--- src/hdl/ssc_pkg.sv ---
`timescale 1ns / 1ps
// ----------------------------------------------------------------------------
// ssc_pkg: shared types and constants for the sliding convolution sign block
// Beat types of both channels, register indexes, sign codes and sizes.
// ----------------------------------------------------------------------------
package ssc_pkg;

    // Default sizes for the top level parameters
    localparam int KSIZE_DEF     = 5;
    localparam int MAX_WIDTH_DEF = 1024;

    // Pixel and coefficient formats
    localparam int PIX_W   = 8;
    localparam int COEF_W  = 9;
    localparam int PROD_W  = 17;

    // Configuration register file
    localparam int NUM_KROWS   = 7;
    localparam int KROW_W      = 63;
    localparam int IMG_W_W     = 11;
    localparam int CFG_IDX_W   = 3;
    localparam int CFG_DATA_W  = 63;
    localparam logic [IMG_W_W-1:0] WIDTH_RESET = 11'd640;

    localparam logic [CFG_IDX_W-1:0] REG_IMAGE_WIDTH = 3'd7;

    // Decoupling queue between front and back
    localparam int QUEUE_DEPTH = 4;
    localparam int QPTR_W      = $clog2(QUEUE_DEPTH);
    localparam int QLEVEL_W    = $clog2(QUEUE_DEPTH + 1);

    // Sign codes
    localparam logic signed [1:0] SIGN_NEG  = 2'sb11;
    localparam logic signed [1:0] SIGN_ZERO = 2'sb00;
    localparam logic signed [1:0] SIGN_POS  = 2'sb01;

    typedef struct packed {
        logic [PIX_W-1:0] pixel_value;
        logic             frame_start;
    } pix_beat_t;

    typedef struct packed {
        logic signed [1:0] sign_result;
        logic              row_end;
    } res_beat_t;

    // Control that travels with one window
    typedef struct packed {
        logic vld;
        logic row_end;
    } ssc_ctl_t;

endpackage

--- src/hdl/ssc_queue.sv ---
`timescale 1ns / 1ps
// ----------------------------------------------------------------------------
// ssc_queue: short window queue between front and back
// Small register queue; reports its fill level to the front for flow control.
// ----------------------------------------------------------------------------
module ssc_queue #(
    parameter int KSIZE = ssc_pkg::KSIZE_DEF
) (
    input  logic                                        clk,
    input  logic                                        rst_n,
    input  ssc_pkg::ssc_ctl_t                           push_ctl,
    input  logic [KSIZE*KSIZE-1:0][ssc_pkg::PIX_W-1:0]  push_window,
    input  logic                                        pop,
    output ssc_pkg::ssc_ctl_t                           head_ctl,
    output logic [KSIZE*KSIZE-1:0][ssc_pkg::PIX_W-1:0]  head_window,
    output logic [ssc_pkg::QLEVEL_W-1:0]                level
);
    import ssc_pkg::*;

    logic [KSIZE*KSIZE-1:0][PIX_W-1:0] win_q [QUEUE_DEPTH];
    logic                              end_q [QUEUE_DEPTH];
    logic [QPTR_W-1:0]   wr_ptr_reg, rd_ptr_reg;
    logic [QLEVEL_W-1:0] level_reg, level_next;
    logic                do_pop;

    assign do_pop = pop && (level_reg != '0);

    always_comb
    begin
        level_next = level_reg;
        if (push_ctl.vld && !do_pop)
            level_next = level_reg + QLEVEL_W'(1);
        else if (!push_ctl.vld && do_pop)
            level_next = level_reg - QLEVEL_W'(1);
    end

    always_ff @(posedge clk or negedge rst_n)
    begin
        if (!rst_n)
        begin
            wr_ptr_reg <= '0;
            rd_ptr_reg <= '0;
            level_reg  <= '0;
        end
        else
        begin
            if (push_ctl.vld)
                wr_ptr_reg <= wr_ptr_reg + QPTR_W'(1);
            if (do_pop)
                rd_ptr_reg <= rd_ptr_reg + QPTR_W'(1);
            level_reg <= level_next;
        end
    end

    // Store the pushed window
    always_ff @(posedge clk)
    begin
        if (push_ctl.vld)
        begin
            win_q[wr_ptr_reg] <= push_window;
            end_q[wr_ptr_reg] <= push_ctl.row_end;
        end
    end

    assign head_ctl.vld     = (level_reg != '0);
    assign head_ctl.row_end = end_q[rd_ptr_reg];
    assign head_window      = win_q[rd_ptr_reg];
    assign level            = level_reg;

endmodule

--- config.mk ---
export PLATFORM = sky130hd
export DESIGN_NAME = ssc_queue
export DESIGN_NICKNAME = d
export VERILOG_FILES = /design/src/hdl/ssc_pkg.sv /design/src/hdl/ssc_queue.sv
export SDC_FILE = /design/constraint.sdc
export NUM_CORES = 1
export LEC_CHECK = 0
export BUFFER_PORTS_ARGS = -buffer_cell sky130_fd_sc_hd__buf_2
export CAP_MARGIN = 40
export CORE_MARGIN = 2
export CORE_UTILIZATION = 25
export DETAILED_ROUTE_END_ITERATION = 16
export PLACE_DENSITY_LB_ADDON = 0.12
export SYNTH_ARGS = -nofsm -noshare
export SYNTH_HDL_FRONTEND = slang
export SYNTH_SLANG_ARGS = --single-unit
--- constraint.sdc ---
create_clock -name clk -period 14.8 [get_ports clk]
set_input_delay 2.22 -clock clk [delete_from_list [all_inputs] [get_ports clk]]
set_output_delay 2.22 -clock clk [all_outputs]
set_load 0.02 [all_outputs]
==> summary.md, run 1 <==
| Metric | Value |
|---|---|
| First-pass GRT wire length | 102,000 um |
| CP Data Arrival Time | 4340 ps |
| Fraction of the cycle the final worst path needs | 44.3% |
| Post-CTS Hold Fix Bufs | 0 |
| Ports | 410 |
| GRT Total Usage | 11.6% |
| IO buf count | 409 |
| CP max FO | 35 |
| Initial Util | 25.3% |
| Min-delay src | level[2] |
| H-tree depth | 3 |
| Met1 usage | 13.7% |
| Vias in the first global route | 14,600 |
| Worst stage delay on the critical path | 800 ps |
| Static Leakage | 12.2 nW |
| Worst-path clk slew | 60 ps |
| ANT nets after route | 0 |
| Total power | 7.76 mW |
| Run status | finished clean |
| Data required, critical path | 12,580 ps |
| Initial antenna violation count | 24 |
| Pin count of the biggest net entering global routing | 99 |
| Vias per inst | 4.15 |
| Minimum clock period | 6560 ps |
| DRC | 0 |
| Min-delay worst type | reg2reg |
| Mux contribution to synthesized area | 15.4% |
| Root Driver | clkbuf_16 |
| Count leader, synth | edfxtp_1 |
| GR peak layer | met2 |
| Hold path cells | 1 |
| Max reg flops | 800 |
| Critical path class | reg2out |
| Syn Inst Count | 1,083 |
| # Max-Cap Violations | 0 |
| Drt wl/cell | 22.0 um |
| Synth cell count leaders | 804 x edfxtp_1, 201 x mux4_2, 20 x buf_2 |
| Crit path launch | rd_ptr_reg[0] |
| Slowest CP cell | dfrtp_4 |
| Synth Area in Simple Gates | 0.162% |
| Max Clock Freq | 153 MHz |
| Critical Path Stages | 6 |
| CP Cell Sequence | buf_4, buf_4, buf_16, buf_4, mux4_2, buf_2 |
| DP HPWL | 44,100 um |
| Layout Cells excl Fill | 3,181 |
| Synth Area in Adders | 0.281% |
| Number of setup buffers added after CTS | 0 |
| Synth cell types | 21 |
| Largest area contributor in the netlist | edfxtp_1 |
| Core Box Area | 0.116 mm2 |
| Slew headroom | 41.2% |
| GPL Wtd Cong | 0.681 |
| Pwr Density | 212 mW/mm2 |
| Routed Wire Length | 70,100 um |
| Setup-failing EPs final | 0 |
| RSZ-0062 raised after global routing | false |
| CP endpoint kind | output port |
| Post-synth EDFFs | 804 |
| Clk sinks | 811 |
| Layout area overhead | 24.6% |
| Top delay family on crit path | buffers and inverters |
| Setup TNS after final layout | 0 ps |
| Slew Limit Fails | 0 |
| Dpl cells | 3,006 |
| Synth Area in Compound Gates | 0.0170% |
| Post_cts resized | 0 |
| Die Y | 347 um |
| Die width | 347 um |
| CTS Buf Count | 94 |
| Most frequent CP cell | buf_4 |
| Area share of the leading cell type in the synthesized netlist | 82.1% |
| GR Util met3 | 3.74% |
| Clock buffer depth | 3 |
| CTS tree | done |
| Syn nets | 1,294 |
| Detailed Routing Iterations Pass 1 | 4 |
| Met2 Resource Use GR | 19.8% |
| Clock Latency Late Sink | 660 ps |
| Top post-synthesis cells by area | edfxtp_1 82%, mux4_2 15%, buf_6 0.73%, dfrtp_1 0.60%, buf_2 0.34% |
| Post-synth ARST share | 0.863% |
| Synth Cell Area | 0.0294 mm2 |
| Die ar. | 0.120 mm2 |
| Synth Flop Type | edfxtp_1 |
| #FFs+latches synth | 811 |
| FILL cells | 11,200 |
| Row Count | 125 |
| Synth Warn # | 0 |
| # nets final | 1,789 |
| Mean Syn Cell Area | 27.2 um2 |
| FF-to-FF path depth | 6 |
| Layout cell share with drive strength beyond 1 | 47.3% |
| Worst-margin pin slew | 883 ps |
| Buffers and inverters on the worst path | 5 |
| Grt total ovfl | 0 |
| Startpoint type of the worst setup path | flip-flop |
| Sequential cell area fraction in the yosys report | 82.7% |
| Final Hold Fails | 0 |
| Reg2reg start | wr_ptr_reg[0] |
| Xor/xnor share of the synthesized area | 0.179% |
| Maximum vdd ir drop | 0.153 mV |
| Clock skew | 31.6 ps |
| Vias | 13,200 |
| Initial drt markers | 644 |
| Combinational family with the most area after synthesis | multiplexers |
[final timing paths]
path                                    to  slack [ps]
max                        head_window[89]        8240
max in group asynchronous    rd_ptr_reg[0]       13170
min in group asynchronous         level[2]        1400
min                               level[2]         490
max reg2reg                   win_q[3][83]       11900
min reg2reg                       level[2]         490
[layer usage]
metal,up-vias,wire length [um]
li1,5734,-
met1,6917,27900
met2,365,35200
met3,145,4790
met4,30,1980
met5,-,196
[logic make-up after synthesis]
group / after synthesis
DFF: 811
muxes: 202
buffers and inverters: 48
and+or+nand+nor: 9
xor gates and xnor gates: 6
adders and majority gates: 6
AOI/OAI and AO/OA: 1
[stage by stage]
stage / hold slack (ps) / cell area, um2 / utilization (%) / worst slack, ps
floorplan: 494 / 29400 / - / 7430
global placement: 487 / 33200 / 28.5 / 8470
detailed placement: 495 / 33600 / 28.9 / 8630
CTS: 503 / 36600 / 31.5 / 7900
global route: 518 / 36600 / 31.5 / 7750
finish: 492 / 36600 / 31.5 / 8240
[cell type report]
type | count | area (um2) | area share, %
Clock inverter | 53 | 557 | 1.52
Timing Repair Buffer | 444 | 2620 | 7.15
Inverter | 3 | 11.3 | 0.0307
Multi-Input combinational cell | 224 | 4740 | 12.9
Sequential cell | 811 | 24300 | 66.4
Antenna cell | 4 | 10.0 | 0.0273
Tap cell | 1524 | 1910 | 5.21
Clock buffer | 118 | 2460 | 6.72
[power by group]
| part | switching (mW) | leakage [nW] | internal (mW) |
|---|---|---|---|
| Clock | 0.921 | 1.47 | 1.32 |
| Combinational | 1.46 | 3.28 | 0.938 |
| Sequential | 0.122 | 7.46 | 3.00 |
[layout by cell type (no fill, tap or decap), types with 4 or more instances in the layout]
cell       synthesis  final
clkinv_2           0     15
clkbuf_1           3     22
clkbuf_16          0     94
diode_2            0      4
mux4_2           201    201
edfxtp_1         804    804
dfrtp_1            7      5
buf_2             20    409
buf_16             0     13
buf_4              1     18
clkinv_1           0     19
and2_4             0      4
bufinv_16          0      8
buf_12             0      4
ha_1               5      5
No activity file was read; power rests on OpenSTA's default activity.
==> run 2, diff against run 1 <==
--- a/config.mk
+++ b/config.mk
@@ -5,6 +5,7 @@
 export SDC_FILE = /design/constraint.sdc
 export NUM_CORES = 1
 export LEC_CHECK = 0
+export ABC_AREA = 1
 export BUFFER_PORTS_ARGS = -buffer_cell sky130_fd_sc_hd__buf_2
 export CAP_MARGIN = 40
 export CORE_MARGIN = 2
==> constraint.sdc (replaced) <==
create_clock -name clk -period 6.4 [get_ports clk]
set_input_delay 0.96 -clock clk [delete_from_list [all_inputs] [get_ports clk]]
set_output_delay 0.96 -clock clk [all_outputs]
set_load 0.02 [all_outputs]
==> run 2 against run 1 <==
Power is 150% higher. Setup slack lost 6000 ps. Via count up 45%. First-iteration DRC count increased by 63%. Non-clock buffer count decreased by 12. Cell count rose by 43%. Clock power increased by 140%. Routed wire length rose by 19%. Critical path depth fell by 1. Sequential cell count unchanged. Synthesized cell count up 120%. Clock skew down 12 ps. Critical path type unchanged.
==> summary.md, run 2 <==
| Metric | Value |
|---|---|
| Worst-margin pin slew | 928 ps |
| Post-synth ARST share | 0.863% |
| Post_cts resized | 0 |
| Critical path destination | head_window[76] |
| Initial drt markers | 1,047 |
| Worst reg2reg path endpoint | win_q[1][113] |
| Data required, critical path | 5440 ps |
| Synth Cell Area | 0.0321 mm2 |
| Synth Warn # | 0 |
| Post-synth EDFFs | 804 |
| Startpoint type of the worst setup path | flip-flop |
| Core Box Area | 0.128 mm2 |
| Layout area overhead | 21.7% |
| DRC | 0 |
| Die width | 362 um |
| Maximum vdd ir drop | 0.310 mV |
| RSZ-0062 raised after global routing | false |
| Max Clock Freq | 238 MHz |
| Routed Wire Length | 83,400 um |
| Crit path launch | rd_ptr_reg[0] |
| Pin count of the biggest net entering global routing | 192 |
| DP HPWL | 48,300 um |
| First-pass GRT wire length | 123,000 um |
| CP endpoint kind | output port |
| Clk sinks | 811 |
| GPL Wtd Cong | 0.728 |
| Root Driver | clkbuf_16 |
| Worst-path clk slew | 60 ps |
| Slowest CP cell | inv_8 |
| # Max-Cap Violations | 0 |
| R2R setup slack | 3910 ps |
| Critical Path Stages | 5 |
| Run status | finished clean |
| Syn Inst Count | 2,400 |
| #FFs+latches synth | 811 |
| Met1 usage | 15.7% |
| CP Data Arrival Time | 3240 ps |
| Largest area contributor in the netlist | edfxtp_1 |
| Setup TNS after final layout | 0 ps |
| Mean Syn Cell Area | 13.4 um2 |
| GR Util met3 | 4.12% |
| GRT Total Usage | 12.6% |
| Count leader, synth | edfxtp_1 |
| Buffers and inverters on the worst path | 3 |
| CP Cell Sequence | inv_8, buf_12, o211ai_1, nand2_1, buf_2 |
| Slew Limit Fails | 0 |
| Synth Flop Type | edfxtp_1 |
| CTS Buf Count | 96 |
| Vias per inst | 4.20 |
| Commonest non-fill, non-tap cell in the layout | edfxtp_1 |
| Min-delay worst type | in2async |
| Minimum clock period | 4200 ps |
| FF-to-FF path depth | 5 |
| Clock buffer depth | 3 |
| Number of setup buffers added after CTS | 0 |
| Worst stage delay on the critical path | 590 ps |
| Clock skew | 19.2 ps |
| Grt total ovfl | 0 |
| Ports | 410 |
| ANT nets after route | 0 |
| Static Leakage | 15.3 nW |
| Top post-synthesis cells by area | edfxtp_1 75%, o211ai_1 9.4%, nand2_1 7.3%, inv_1 4.8%, buf_2 1.3% |
| GR peak layer | met2 |
| Layout cell share with drive strength beyond 1 | 19.9% |
| Reg2reg start | wr_ptr_reg[1] |
| H-tree depth | 3 |
| Die Y | 362 um |
| Synth cell count leaders | 804 x edfxtp_1, 623 x nand2_1, 413 x inv_1 |
| Vias | 19,100 |
| Initial Util | 25.2% |
| Most frequent cells in the layout | 804 x edfxtp_1, 623 x nand2_1, 409 x inv_1, 409 x buf_2, 402 x o211ai_1 |
| CP max FO | 191 |
| Initial antenna violation count | 29 |
| # nets final | 3,006 |
| Fraction of the cycle the final worst path needs | 65.7% |
| Setup-failing EPs final | 0 |
| Max reg flops | 800 |
| Vias in the first global route | 18,900 |
| Post-CTS Hold Fix Bufs | 0 |
| Die ar. | 0.131 mm2 |
| Top delay family on crit path | buffers and inverters |
| Clock Latency Late Sink | 680 ps |
| FILL cells | 12,800 |
| Final Hold Fails | 0 |
| IO buf count | 409 |
| Syn nets | 2,611 |
| Detailed Routing Iterations Pass 1 | 5 |
| CTS tree | done |
| Total power | 19.3 mW |
| Met2 Resource Use GR | 20.7% |
| Row Count | 131 |
| Synth cell types | 19 |
| Pwr Density | 494 mW/mm2 |
| Critical path class | reg2out |
| Drt wl/cell | 18.4 um |
| Slew headroom | 38.1% |
| Sequential cell area fraction in the yosys report | 75.8% |
| Area share of the leading cell type in the synthesized netlist | 75.2% |
-- run 2: changes by cell type after synthesis, moves of 2 or more --
cell      delta
nand2_1    +621
o211ai_1   +402
and2_1       -4
buf_1        +4
mux4_2     -201
buf_4       +15
nand3_1      +2
clkbuf_1    +19
buf_6       -12
xnor2_1      -2
inv_2        +2
xor2_1       -2
inv_1      +410
buf_2       +65
-- run 2: worst min path at each step --
stage | from | endpoint | cells after the start
finish | rst_n | wr_ptr_reg[0] | 1
global route | rst_n | level[0] | 1
CTS | rst_n | wr_ptr_reg[1] | 1
detailed placement | level[2] | level[2] | 2
global placement | level[2] | level[2] | 2
floorplan | rd_ptr_reg[0] | rd_ptr_reg[0] | 2
-- run 2: per-layer routing --
| metal | vias to the layer above | part of all wire, % |
|---|---|---|
| li1 | 9233 | - |
| met1 | 9225 | 44 |
| met4 | 38 | 2.3 |
| met3 | 166 | 6.4 |
| met5 | - | 0.27 |
| met2 | 409 | 47 |
-- run 2: layout make-up --
type,instances,area [um2],share of cell area [%]
Sequential cell,811,24300,62.3
Multi-Input combinational cell,1039,5490,14.1
Clock buffer,121,2600,6.67
Timing Repair Buffer,432,2410,6.18
Tap cell,1662,2080,5.33
Inverter,415,1600,4.11
Clock inverter,57,520,1.33
Antenna cell,4,10.0,0.0256
-- run 2: cell families (layout without fill, tap and decap cells) --
kind of cell    count (synthesis)  after routing  synth area share (%)
fa+ha+maj                       6              6                 0.257
flops                         811            811                  75.8
xor+xnor                        2              2                0.0546
other cells                     0              4                     0
simple gates                  628            628                  7.37
compound gates                403            403                  9.42
buf+inv                       550           1025                  7.12
-- run 2: power breakdown --
| group | total, mW | internal [mW] | switching, mW |
|---|---|---|---|
| Sequential | 7.16 | 6.95 | 0.212 |
| Combinational | 6.73 | 1.81 | 4.92 |
| Clock | 5.39 | 3.26 | 2.12 |
| Total | 19.3 | 12.0 | 7.26 |
-- run 2: through the flow --
stage	instance area (um2)	util, %	std cells	hold slack (ps)	worst slack, ps
global placement	35800	28.1	4355	479	2710
detailed placement	35900	28.2	4359	485	2940
finish	39000	30.6	4541	109	2200
global route	39000	30.6	4538	54.1	1930
CTS	39000	30.6	4537	24.4	2150
floorplan	32100	-	2400	483	712
==> run 3, diff against run 2 <==
==> constraint.sdc (replaced) <==
create_clock -name clk -period 4.3 [get_ports clk]
set_input_delay 0.645 -clock clk [delete_from_list [all_inputs] [get_ports clk]]
set_output_delay 0.645 -clock clk [all_outputs]
set_load 0.02 [all_outputs]
==> run 3 against run 2 <==
Register-to-register slack lost 2100 ps. Power grew 47%. Setup slack lost 1500 ps. Non-clock buffer count grew 18. Cell count grew 0.31%. First-iteration DRC count shrank 11%. Utilization is essentially flat. Worst hold slack gained 62 ps. Sequential cell count is the same. Design area grew 0.11%. Highest routed layer unchanged.
==> summary.md, run 3 (synthesis gave the netlist of run 2 again) <==
| Metric | Value |
|---|---|
| DP Area | 0.0361 mm2 |
| Buffers and inverters on the worst path | 3 |
| Setup TNS after final layout | 0 ps |
| GPL Wtd Cong | 0.720 |
| Clock buffer depth | 3 |
| Max Clock Freq | 281 MHz |
| Die width | 362 um |
| Slew headroom | 43.8% |
| Total power | 28.4 mW |
| Data required, critical path | 3650 ps |
| Reg area | 0.0243 mm2 |
| Initial antenna violation count | 37 |
| Maximum vdd ir drop | 0.401 mV |
| Pwr Density | 726 mW/mm2 |
| Most frequent cells in the layout | 804 x edfxtp_1, 623 x nand2_1, 409 x inv_1, 409 x buf_2, 402 x o211ai_1 |
| Layout cell share with drive strength beyond 1 | 20.3% |
| Die ar. | 0.131 mm2 |
| Clock skew | 15.4 ps |
| Initial Util | 25.2% |
| CP max FO | 68 |
| Die Y | 362 um |
| CP Cell Sequence | inv_8, buf_12, o211ai_1, nand2_1, buf_2 |
| # nets final | 3,025 |
| CTS tree | done |
| DRC | 0 |
| Number of setup buffers added after CTS | 0 |
| Final Hold Fails | 0 |
| Layout area overhead | 21.8% |
| Drt wl/cell | 18.0 um |
| Clk sinks | 811 |
| Setup-failing EPs final | 0 |
| CTS Buf Count | 97 |
| Final worst setup slack | 735 ps |
| Detailed Routing Iterations Pass 1 | 7 |
| Post-CTS Hold Fix Bufs | 1 |
| Multi-input logic area | 0.00549 mm2 |
| Worst-margin pin slew | 843 ps |
| Min-delay worst type | in2reg |
| IO buf count | 409 |
| ANT nets after route | 0 |
| DP HPWL | 47,800 um |
| Pin count of the biggest net entering global routing | 118 |
| Core Box Area | 0.128 mm2 |
| Routed Wire Length | 81,800 um |
| CP Data Arrival Time | 2920 ps |
| Row Count | 131 |
| Share of the core filled with cells | 30.6% |
| Slew Limit Fails | 0 |
| Max reg flops | 800 |
| Worst-path clk slew | 60 ps |
| Vias in the first global route | 18,700 |
| GRT Total Usage | 12.2% |
| First-pass GRT wire length | 119,000 um |
| Vias | 19,000 |
| CP endpoint kind | output port |
| H-tree depth | 3 |
| Startpoint type of the worst setup path | flip-flop |
| Clock Latency Late Sink | 680 ps |
| Fraction of the cycle the final worst path needs | 82.9% |
| Design area | 0.0391 mm2 |
| RSZ-0062 raised after global routing | false |
| Layout Cells excl Fill | 4,555 |
| Worst stage delay on the critical path | 680 ps |
| Top delay family on crit path | buffers and inverters |
| Dpl cells | 4,376 |
| Run status | finished clean |
| Minimum clock period | 3560 ps |
| Initial drt markers | 937 |
| Final hold slack | 172 ps |
| Critical path class | reg2out |
| Grt total ovfl | 0 |
| Commonest non-fill, non-tap cell in the layout | edfxtp_1 |
| Pre-CTS WS | 1340 ps |
| Vias per inst | 4.17 |
| FILL cells | 12,800 |
| # Max-Cap Violations | 0 |
| Ports | 410 |
| Static Leakage | 15.3 nW |
| Root Driver | clkbuf_16 |
| Slowest CP cell | dfrtp_4 |
| Post_cts resized | 0 |
==> run 3: routing by layer <==
layer,track usage (%),vias up,part of all wire (%)
li1,-,9281,-
met1,14.7,9069,43
met2,20.1,408,46
met3,4.79,179,7.6
met4,3.99,50,2.7
met5,0,-,0.39
==> run 3: area by class of cell <==
| type | instances | share of cell area [%] |
|---|---|---|
| Inverter | 415 | 4.06 |
| Clock inverter | 47 | 0.912 |
| Timing Repair Buffer | 450 | 6.81 |
| Sequential cell | 811 | 62.2 |
| Clock buffer | 120 | 6.54 |
| Multi-Input combinational cell | 1039 | 14.0 |
| Antenna cell | 11 | 0.0704 |
| Tap cell | 1662 | 5.32 |
==> run 3: worst register-to-register path, cell delays in order, from the launching register on <==
cell and delay [ps]:
dfrtp_1 420, inv_1 100, ha_1 140, nand2_1 90, clkinvlp_4 90, buf_4 240, buf_16 280, buf_4 720
==> run 3: report_power, final <==
part / switching (mW) / internal (mW)
clock network: 3.12 / 4.42
logic: 7.32 / 2.83
registers: 0.367 / 10.3
total: 10.8 / 17.6
==> run 3: path summary, 6_finish.rpt <==
path,to,slack [ps],start,cells past startpoint
max,head_window[62],740,rd_ptr_reg[1],5
min reg2reg,level[2],510,level[2],2
min in group asynchronous,level[2],320,rst_n,2
max in group asynchronous,rd_ptr_reg[1],3780,rst_n,2
min,win_q[3][37],170,push_window[37],1
max reg2reg,win_q[0][96],1790,wr_ptr_reg[0],7
